===== config.mk =====
export PLATFORM = sky130hd
export DESIGN_NAME = hid_keyboard_report_to_key_events_flat
export DESIGN_NICKNAME = d
export VERILOG_FILES = /design/src/design/hidkbd_pkg.sv /design/src/design/hidkbd_if.sv /design/src/design/hid_keyboard_report_to_key_events.sv /design/src/design/hidkbd_ctrl.sv /design/src/design/hidkbd_datapath.sv /design/src/flat_wrapper.sv
export SDC_FILE = /design/constraint.sdc
export NUM_CORES = 1
export LEC_CHECK = 0
export ABC_AREA = 0
export BUFFER_PORTS_ARGS = -buffer_cell sky130_fd_sc_hd__buf_2
export CORE_UTILIZATION = 60
export CTS_BUF_LIST = sky130_fd_sc_hd__clkbuf_8
export DETAILED_ROUTE_END_ITERATION = 10
export PLACE_DENSITY_LB_ADDON = 0.2
export RECOVER_POWER = 100
export SKIP_CTS_REPAIR_TIMING = 1
export SYNTH_ARGS = -nofsm -noshare
export SYNTH_HDL_FRONTEND = slang
export SYNTH_SLANG_ARGS = --single-unit
export TNS_END_PERCENT = 10

===== constraint.sdc =====
create_clock -name clk_i -period 4.8 [get_ports clk_i]
set_input_delay 0.96 -clock clk_i [delete_from_list [all_inputs] [get_ports clk_i]]
set_output_delay 0.96 -clock clk_i [all_outputs]
set_load 0.02 [all_outputs]

===== src/design/hidkbd_pkg.sv =====
// Shared types and constants of the keyboard report differ.
package hidkbd_pkg;

  localparam int unsigned CarriedSlots = 6;
  localparam int unsigned ModBits      = 8;
  localparam int unsigned KeyIdxW      = $clog2(CarriedSlots);

  localparam logic [7:0] ModBase      = 8'hE0;
  localparam logic [7:0] RolloverCode = 8'h01;
  localparam logic [7:0] EmptyCode    = 8'h00;

  typedef struct packed {
    logic [7:0] modifier_bits;
    logic [7:0] key_slot_0;
    logic [7:0] key_slot_1;
    logic [7:0] key_slot_2;
    logic [7:0] key_slot_3;
    logic [7:0] key_slot_4;
    logic [7:0] key_slot_5;
  } report_t;

  typedef struct packed {
    logic [7:0] key_code;
    logic       is_press;
    logic       event_valid;
    logic       last_of_report;
  } event_t;

  // Controller to datapath
  typedef struct packed {
    logic load;       // capture the incoming report
    logic eval;       // build the change mask
    logic step;       // advance one candidate position
    logic emit_done;  // load the no-change marker
    logic commit;     // current report becomes previous report
  } dp_cmd_t;

  // Datapath to controller
  typedef struct packed {
    logic rollover;   // incoming report is a rollover report
    logic rem_zero;   // no change left to report
    logic cand;       // change at the current position
    logic last;       // no change after the current position
  } dp_sts_t;

endpackage


===== src/design/hidkbd_if.sv =====
// Valid/ready channel interfaces for keyboard reports and key events.
interface hidkbd_report_if;
  logic                valid;
  logic                ready;
  hidkbd_pkg::report_t data;

  modport source (output valid, output data, input ready);
  modport sink   (input valid, input data, output ready);
endinterface

interface hidkbd_event_if;
  logic               valid;
  logic               ready;
  hidkbd_pkg::event_t data;

  modport source (output valid, output data, input ready);
  modport sink   (input valid, input data, output ready);
endinterface


===== src/design/hid_keyboard_report_to_key_events.sv =====
// Top level of the keyboard report differ: reports in, key events out.
//
//   channel    modport  direction  carries
//   report_i   sink     in         modifier byte and six key slots per request
//   event_o    source   out        key code, press, event flag, last flag
//
// A report passes an accept state and a mask state, then steps through the
// candidate positions (16 modifier positions plus two per used slot, 28 with
// six slots) up to the last change; a stall on event_o holds the step.
// A rollover report is accepted in the idle state without a load and leaves no trace.
// The event register lets the next report in while the final event waits.
// Reset clears the stored report to all zero; no clearing pass is needed.
module hid_keyboard_report_to_key_events #(
  parameter int unsigned KeySlots = 6
) (
  input  logic                   clk_i,
  input  logic                   rst_ni,
  hidkbd_report_if.sink          report_i,
  hidkbd_event_if.source         event_o
);
  import hidkbd_pkg::*;

  dp_cmd_t cmd;
  dp_sts_t sts;

  // Sequence the scan and own both handshakes
  hidkbd_ctrl u_ctrl (
    .clk_i       (clk_i),
    .rst_ni      (rst_ni),
    .in_valid_i  (report_i.valid),
    .in_ready_o  (report_i.ready),
    .out_valid_o (event_o.valid),
    .out_ready_i (event_o.ready),
    .sts_i       (sts),
    .cmd_o       (cmd)
  );

  // Hold both reports, build the change mask, drive the event register
  hidkbd_datapath #(
    .KeySlots (KeySlots)
  ) u_datapath (
    .clk_i    (clk_i),
    .rst_ni   (rst_ni),
    .report_i (report_i.data),
    .cmd_i    (cmd),
    .sts_o    (sts),
    .evt_o    (event_o.data)
  );

endmodule


===== src/design/hidkbd_ctrl.sv =====
// Sequencing controller of the keyboard report differ.
module hidkbd_ctrl (
  input  logic                clk_i,
  input  logic                rst_ni,
  input  logic                in_valid_i,
  output logic                in_ready_o,
  output logic                out_valid_o,
  input  logic                out_ready_i,
  input  hidkbd_pkg::dp_sts_t sts_i,
  output hidkbd_pkg::dp_cmd_t cmd_o
);
  import hidkbd_pkg::*;

  typedef enum logic [1:0] {
    ST_IDLE,
    ST_EVAL,
    ST_SCAN
  } state_e;

  state_e state_q;
  logic   out_valid_q;
  logic   slot_free;
  logic   finish;

  assign slot_free   = !out_valid_q || out_ready_i;
  assign in_ready_o  = (state_q == ST_IDLE);
  assign out_valid_o = out_valid_q;
  assign finish      = slot_free && (sts_i.rem_zero || (sts_i.cand && sts_i.last));

  always_comb begin
    cmd_o = '0;
    unique case (state_q)
      ST_IDLE: begin
        // drop rollover reports: accepted but never loaded
        cmd_o.load = in_valid_i && !sts_i.rollover;
      end
      ST_EVAL: begin
        cmd_o.eval = 1'b1;
      end
      ST_SCAN: begin
        if (slot_free) begin
          if (sts_i.rem_zero) begin
            cmd_o.emit_done = 1'b1;
            cmd_o.commit    = 1'b1;
          end else begin
            cmd_o.step   = 1'b1;
            cmd_o.commit = sts_i.cand && sts_i.last;
          end
        end
      end
      default: cmd_o = '0;
    endcase
  end

  always_ff @(posedge clk_i or negedge rst_ni) begin
    if (!rst_ni) begin
      state_q     <= ST_IDLE;
      out_valid_q <= 1'b0;
    end else begin
      unique case (state_q)
        ST_IDLE: begin
          if (in_valid_i && !sts_i.rollover) state_q <= ST_EVAL;
        end
        ST_EVAL: begin
          state_q <= ST_SCAN;
        end
        ST_SCAN: begin
          if (finish) state_q <= ST_IDLE;
        end
        default: state_q <= ST_IDLE;
      endcase

      if (cmd_o.emit_done || (cmd_o.step && sts_i.cand)) begin
        out_valid_q <= 1'b1;
      end else if (out_ready_i) begin
        out_valid_q <= 1'b0;
      end
    end
  end

endmodule


===== src/design/hidkbd_datapath.sv =====
// Report store, change mask and event register of the keyboard report differ.
module hidkbd_datapath #(
  parameter int unsigned KeySlots = 6
) (
  input  logic                clk_i,
  input  logic                rst_ni,
  input  hidkbd_pkg::report_t report_i,
  input  hidkbd_pkg::dp_cmd_t cmd_i,
  output hidkbd_pkg::dp_sts_t sts_o,
  output hidkbd_pkg::event_t  evt_o
);
  import hidkbd_pkg::*;

  localparam int unsigned UsedSlots = (KeySlots < CarriedSlots) ? KeySlots : CarriedSlots;
  localparam int unsigned NumCand   = 2 * ModBits + 2 * UsedSlots;
  localparam int unsigned IdxW      = $clog2(NumCand);

  logic [7:0]         cur_mods_q;
  logic [7:0]         prev_mods_q;
  logic [7:0]         cur_keys_q  [CarriedSlots];
  logic [7:0]         prev_keys_q [CarriedSlots];
  logic [7:0]         in_keys     [CarriedSlots];
  logic [NumCand-1:0] rem_q;
  logic [NumCand-1:0] mask_d;
  logic [IdxW-1:0]    idx_q;
  logic [IdxW-1:0]    kidx;
  logic [IdxW-1:0]    kidx_cur;
  event_t             evt_q;

  logic [7:0]           rel_mod;
  logic [7:0]           prs_mod;
  logic [UsedSlots-1:0] pv;
  logic [UsedSlots-1:0] cv;
  logic [UsedSlots-1:0] rel_key;
  logic [UsedSlots-1:0] prs_key;
  logic                 found;
  logic                 run;

  logic [7:0] sel_code;
  logic       sel_press;

  assign in_keys[0] = report_i.key_slot_0;
  assign in_keys[1] = report_i.key_slot_1;
  assign in_keys[2] = report_i.key_slot_2;
  assign in_keys[3] = report_i.key_slot_3;
  assign in_keys[4] = report_i.key_slot_4;
  assign in_keys[5] = report_i.key_slot_5;

  assign rel_mod = prev_mods_q & ~cur_mods_q;
  assign prs_mod = ~prev_mods_q & cur_mods_q;

  // Listed slots: those before the first empty slot
  always_comb begin
    run = 1'b1;
    for (int i = 0; i < UsedSlots; i++) begin
      run   = run && (prev_keys_q[i] != EmptyCode);
      pv[i] = run;
    end
    run = 1'b1;
    for (int i = 0; i < UsedSlots; i++) begin
      run   = run && (cur_keys_q[i] != EmptyCode);
      cv[i] = run;
    end
  end

  // Release: listed previous key absent from current list; press the other way round
  always_comb begin
    for (int i = 0; i < UsedSlots; i++) begin
      found = 1'b0;
      for (int j = 0; j < UsedSlots; j++) begin
        found = found || (cv[j] && (cur_keys_q[j] == prev_keys_q[i]));
      end
      rel_key[i] = pv[i] && !found;
      found = 1'b0;
      for (int j = 0; j < UsedSlots; j++) begin
        found = found || (pv[j] && (prev_keys_q[j] == cur_keys_q[i]));
      end
      prs_key[i] = cv[i] && !found;
    end
  end

  always_comb begin
    mask_d = '0;
    for (int i = 0; i < ModBits; i++) begin
      mask_d[i]           = rel_mod[i];
      mask_d[ModBits + i] = prs_mod[i];
    end
    for (int i = 0; i < UsedSlots; i++) begin
      mask_d[2 * ModBits + i]             = rel_key[i];
      mask_d[2 * ModBits + UsedSlots + i] = prs_key[i];
    end
  end

  // Code for the current candidate position
  assign kidx     = idx_q - IdxW'(2 * ModBits);
  assign kidx_cur = kidx - IdxW'(UsedSlots);

  always_comb begin
    priority if (idx_q < IdxW'(ModBits)) begin
      sel_code  = ModBase + {5'b0, idx_q[2:0]};
      sel_press = 1'b0;
    end else if (idx_q < IdxW'(2 * ModBits)) begin
      sel_code  = ModBase + {5'b0, idx_q[2:0]};
      sel_press = 1'b1;
    end else if (kidx < IdxW'(UsedSlots)) begin
      sel_code  = prev_keys_q[kidx[KeyIdxW-1:0]];
      sel_press = 1'b0;
    end else begin
      sel_code  = cur_keys_q[kidx_cur[KeyIdxW-1:0]];
      sel_press = 1'b1;
    end
  end

  assign sts_o.rollover = (report_i.key_slot_0 == RolloverCode);
  assign sts_o.rem_zero = (rem_q == '0);
  assign sts_o.cand     = rem_q[0];
  assign sts_o.last     = (rem_q[NumCand-1:1] == '0);
  assign evt_o          = evt_q;

  always_ff @(posedge clk_i or negedge rst_ni) begin
    if (!rst_ni) begin
      rem_q       <= '0;
      idx_q       <= '0;
      prev_mods_q <= '0;
      for (int i = 0; i < CarriedSlots; i++) begin
        prev_keys_q[i] <= '0;
      end
    end else begin
      if (cmd_i.eval) begin
        rem_q <= mask_d;
        idx_q <= '0;
      end else if (cmd_i.step) begin
        rem_q <= rem_q >> 1;
        idx_q <= idx_q + IdxW'(1);
      end
      if (cmd_i.commit) begin
        prev_mods_q <= cur_mods_q;
        for (int i = 0; i < CarriedSlots; i++) begin
          prev_keys_q[i] <= cur_keys_q[i];
        end
      end
    end
  end

  always_ff @(posedge clk_i) begin
    if (cmd_i.load) begin
      cur_mods_q <= report_i.modifier_bits;
      for (int i = 0; i < CarriedSlots; i++) begin
        cur_keys_q[i] <= in_keys[i];
      end
    end
    if (cmd_i.emit_done) begin
      evt_q.key_code       <= EmptyCode;
      evt_q.is_press       <= 1'b0;
      evt_q.event_valid    <= 1'b0;
      evt_q.last_of_report <= 1'b1;
    end else if (cmd_i.step && rem_q[0]) begin
      evt_q.key_code       <= sel_code;
      evt_q.is_press       <= sel_press;
      evt_q.event_valid    <= 1'b1;
      evt_q.last_of_report <= (rem_q[NumCand-1:1] == '0);
    end
  end

endmodule


===== src/flat_wrapper.sv =====
// flat-port wrapper written by rule: the top's interface ports become plain ports
module hid_keyboard_report_to_key_events_flat import hidkbd_pkg::*;
#(
  parameter int unsigned KeySlots = 6
)
  (clk_i, rst_ni, report_i_valid, report_i_data, report_i_ready, event_o_valid, event_o_data, event_o_ready);
  hidkbd_report_if report_i_i ();
  hidkbd_event_if event_o_i ();
  input  logic clk_i;
  input  logic rst_ni;
  input wire logic [$bits(report_i_i.valid)-1:0] report_i_valid;
  input wire logic [$bits(report_i_i.data)-1:0] report_i_data;
  output wire logic [$bits(report_i_i.ready)-1:0] report_i_ready;
  output wire logic [$bits(event_o_i.valid)-1:0] event_o_valid;
  output wire logic [$bits(event_o_i.data)-1:0] event_o_data;
  input wire logic [$bits(event_o_i.ready)-1:0] event_o_ready;
  assign report_i_i.valid = report_i_valid;
  assign report_i_i.data = report_i_data;
  assign report_i_ready = report_i_i.ready;
  assign event_o_valid = event_o_i.valid;
  assign event_o_data = event_o_i.data;
  assign event_o_i.ready = event_o_ready;
  hid_keyboard_report_to_key_events #(.KeySlots(KeySlots)) u_core (.clk_i(clk_i), .rst_ni(rst_ni), .report_i(report_i_i), .event_o(event_o_i));
endmodule

==> summary.txt <==
Outcome
  – Status: complete, but fails checks
  – Failing checks: capacitance limit, slew limit

STA
  – Setup violations, final: 0
  – Clk_skew: 0.0104 ns
  – Final hold violation count: 0
  – Worst relative slew slack: -1.06
  – Slew Viols, Final: 91
  – Tcrit/Tclk final: 0.745
  – Fmax: between 200 and 300 MHz
  – Setup TNS Final: 0 ns
  – Tmin final: 3.58 ns
  – Least-Margin Pin Slew: 3.09 ns
  – RSZ-0062 raised after global routing: no
  – Fin worst setup slack: 1.22 ns

Route
  – DRT Pass-1 Iters: 6
  – Routed via count: 8669
  – DRT antenna net count: 0
  – # DRC: 0
  – DRT iter0 DRCs: 1170
  – DR vias/cell: between 6 and 7
  – Routed WL: 33100 um
  – DR WL/cell: 25.7 um

Yosys
  – Net count after synthesis: 1135
  – Cell variety after synth: 69
  – Seq/Total Area, Yosys: 0.381
  – Number of flops mapped to enable cells by yosys: 56
  – Ys flop type: dfrtp_1
  – Cells after synthesis: 1073
  – Asr flop ratio synth: 0.579
  – Synthesis Warnings: 0
  – Synth Cell Area: 0.0110 mm^2
  – Synthesis-stage register bit count: between 150 and 200
  – Average instance area after synthesis: 10.3 um^2

GRT
  – First-pass GRT wire length: 50100 um
  – Initial antenna violation count: 0
  – GR Util All Layers: 0.370
  – Number of global-route vias before repair: 8349
  – GRT overflow: 0
  – Largest net degree at the start of global routing: approximately 60

Floorplan
  – Die Ht: 138 um
  – Row count: about 50
  – Initial Util: 0.614
  – Die Footprint: 0.0189 mm^2
  – Die span in x: 138 um
  – I/O Pins: 73
  – Core footprint: about 0.018 mm^2

Final layout
  – # diodes: 0
  – Layout cell share with drive strength beyond 1: 0.167
  – Layout Utilization: 0.638
  – Nets: between 1000 and 1500
  – Most frequent cells in the layout: 160 x xnor2_1, 130 x xor2_1, 91 x dfrtp_1
  – Final cell count without fillers: 1289
  – Area growth, synth to finish: 3.92%
  – Most common cell after layout, fill and taps aside: xnor2_1

Setup path
  – CP required: 4.84 ns
  – Critical R2R Capture: u_core.u_datapath.cur_keys_q[5][2]
  – Critical Path Sink Type: flip-flop
  – Critical R2R Launch: u_core.u_ctrl.state_q[1]
  – Worst Setup Start Kind: input pin
  – Crit. Startpoint: report_i_data[40]
  – R2R setup slack: 1.28 ns
  – Reg2Reg Depth: 4
  – WS Path Type: in -> reg
  – Worst path cell trace: buf_2 -> nor4b_1 -> a21oi_4 -> clkbuf_1
  – Critical path depth: 4
  – Worst Setup EP: u_core.u_datapath.cur_keys_q[5][2]
  – Buf/Inv on CP: 2
  – Critical path data arrival time: 3.62 ns
  – Critical Path Max Stage Delay: about 2.2 ns
  – Critical Path Slowest Stage Cell: clkbuf_1
  – CP delay by family, top: buffers and inverters
  – Max FO, Critical Path: 56

Clock network
  – Total clock sinks: 159
  – CTS Root Cell: clkbuf_8
  – Clock Pin Slew Worst Setup and Hold Paths: 0.09 ns
  – # H-tree levels: 4
  – CTS tree: yes
  – Clk buf depth: 2
  – Worst-Skew Late Latency: about 0.49 ns
  – CTS Buf Count: 17

Pwr
  – Leakage: between 4 and 5 nW
  – VDD IR-drop max: 0.000341 V
  – PD cells: 369 mW/mm^2

Placement
  – GP Congestion: 0.969
  – Placed cell count: 1257
  – DP HPWL: 23100 um
  – Placement Setup Slack: approximately 1.7 ns
  – IO Port Bufs: 72

Job
  – Max_cap viols: 2

Min path
  – Min-delay worst type: reg -> reg
-- state kept, by name (all words and copies together), names as in the netlist --
register / cells
u_core.u_datapath.cur_mods_q: 8
u_core.u_datapath.cur_keys_q: 48
u_core.u_datapath.prev_mods_q: 8
u_core.u_datapath.idx_q: 5
u_core.u_datapath.evt_o: 11
u_core.u_ctrl.out_valid_o: 1
u_core.u_datapath.rem_q: 28
u_core.u_datapath.prev_keys_q: 48
u_core.u_ctrl.state_q: 2
-- layout make-up --
cell class	count	area, um^2
sequential	159	4210
clock inverter	15	166
multi-input combinational	777	6130
clock buffer	17	234
tap	229	287
timing repair buffer	80	392
fill	1490	6500
inverter	12	45.0
-- logic make-up after synthesis --
logic type      after synthesis  synth area share
xor+xnor                    290             0.230
simple gates                261             0.129
flops                       159             0.381
buf+inv                     137            0.0632
compound gates              136            0.0896
mux                          88             0.104
fa+ha+maj                     2           0.00227
-- report_power, final --
part	leakage, nW	switching, W	internal (W)
logic	2.46	0.000672	0.000543
clock network	0.203	0.000577	0.000436
registers	1.82	0.000356	0.00165
-- per-layer routing --
| metal | GRT usage | share of wire |
|---|---|---|
| met4 | 0.201 | 0.056 |
| met2 | 0.577 | 0.45 |
| met5 | 0 | 0 |
| met1 | 0.476 | 0.39 |
| met3 | 0.0835 | 0.10 |
-- metrics by stage --
stage / hold slack (ns) / area (um^2) / total power, W
floorplan: 0.466 / 11000 / 0.00291
detailed placement: 0.435 / 11100 / 0.00324
finish: 0.452 / 11500 / 0.00423
CTS: 0.455 / 11500 / 0.00425
global placement: 0.433 / 11100 / 0.00322
global route: 0.478 / 11500 / 0.00445
-- worst min-delay path by stage --
stage,cells past startpoint,start,end
floorplan,1,u_core.u_datapath.cur_mods_q[4],u_core.u_datapath.prev_mods_q[4]
global placement,2,u_core.u_datapath.evt_o[3],u_core.u_datapath.evt_o[3]
detailed placement,1,u_core.u_datapath.evt_o[0],u_core.u_datapath.evt_o[0]
CTS,2,u_core.u_datapath.evt_o[3],u_core.u_datapath.evt_o[3]
global route,2,u_core.u_datapath.evt_o[3],u_core.u_datapath.evt_o[3]
finish,2,u_core.u_datapath.evt_o[3],u_core.u_datapath.evt_o[3]
-- synth_stat cells, types with 4 or more instances --
master | n | area, um^2
edfxtp_1 | 56 | 1680
o211ai_1 | 4 | 30.0
xnor2_1 | 160 | 1400
nor2b_1 | 4 | 25.0
nor2_1 | 28 | 105
nand2_1 | 69 | 259
buf_4 | 10 | 75.1
a21oi_1 | 20 | 100
nor3b_1 | 9 | 67.6
nor4_2 | 4 | 50.1
dfxtp_1 | 11 | 220
and2_1 | 4 | 25.0
nand2b_1 | 6 | 37.5
nand4_1 | 43 | 269
inv_1 | 12 | 45.0
o21a_1 | 5 | 37.5
mux2_2 | 52 | 586
o221ai_1 | 10 | 87.6
nor4_1 | 56 | 350
mux2_1 | 4 | 45.0
a31oi_1 | 10 | 62.6
nor3_1 | 11 | 55.1
a32o_1 | 6 | 60.1
mux2i_1 | 16 | 160
buf_6 | 7 | 78.8
xor2_1 | 130 | 1140
o22ai_1 | 4 | 25.0
clkbuf_1 | 34 | 128
dfrtp_1 | 92 | 2300
o2111ai_1 | 4 | 35.0
a221o_1 | 8 | 80.1
mux4_2 | 16 | 360
o21ai_0 | 29 | 145
buf_2 | 74 | 370
nand3_1 | 10 | 50.1
-- worst register-to-register path, delay by kind of cell, from the launching register on --
family | cells | cell delay (ns)
compound gates | 1 | 0.11
flops | 1 | 0.42
buf+inv | 1 | 2.18
simple gates | 2 | 0.31
Power figures use the tool's default switching activity.
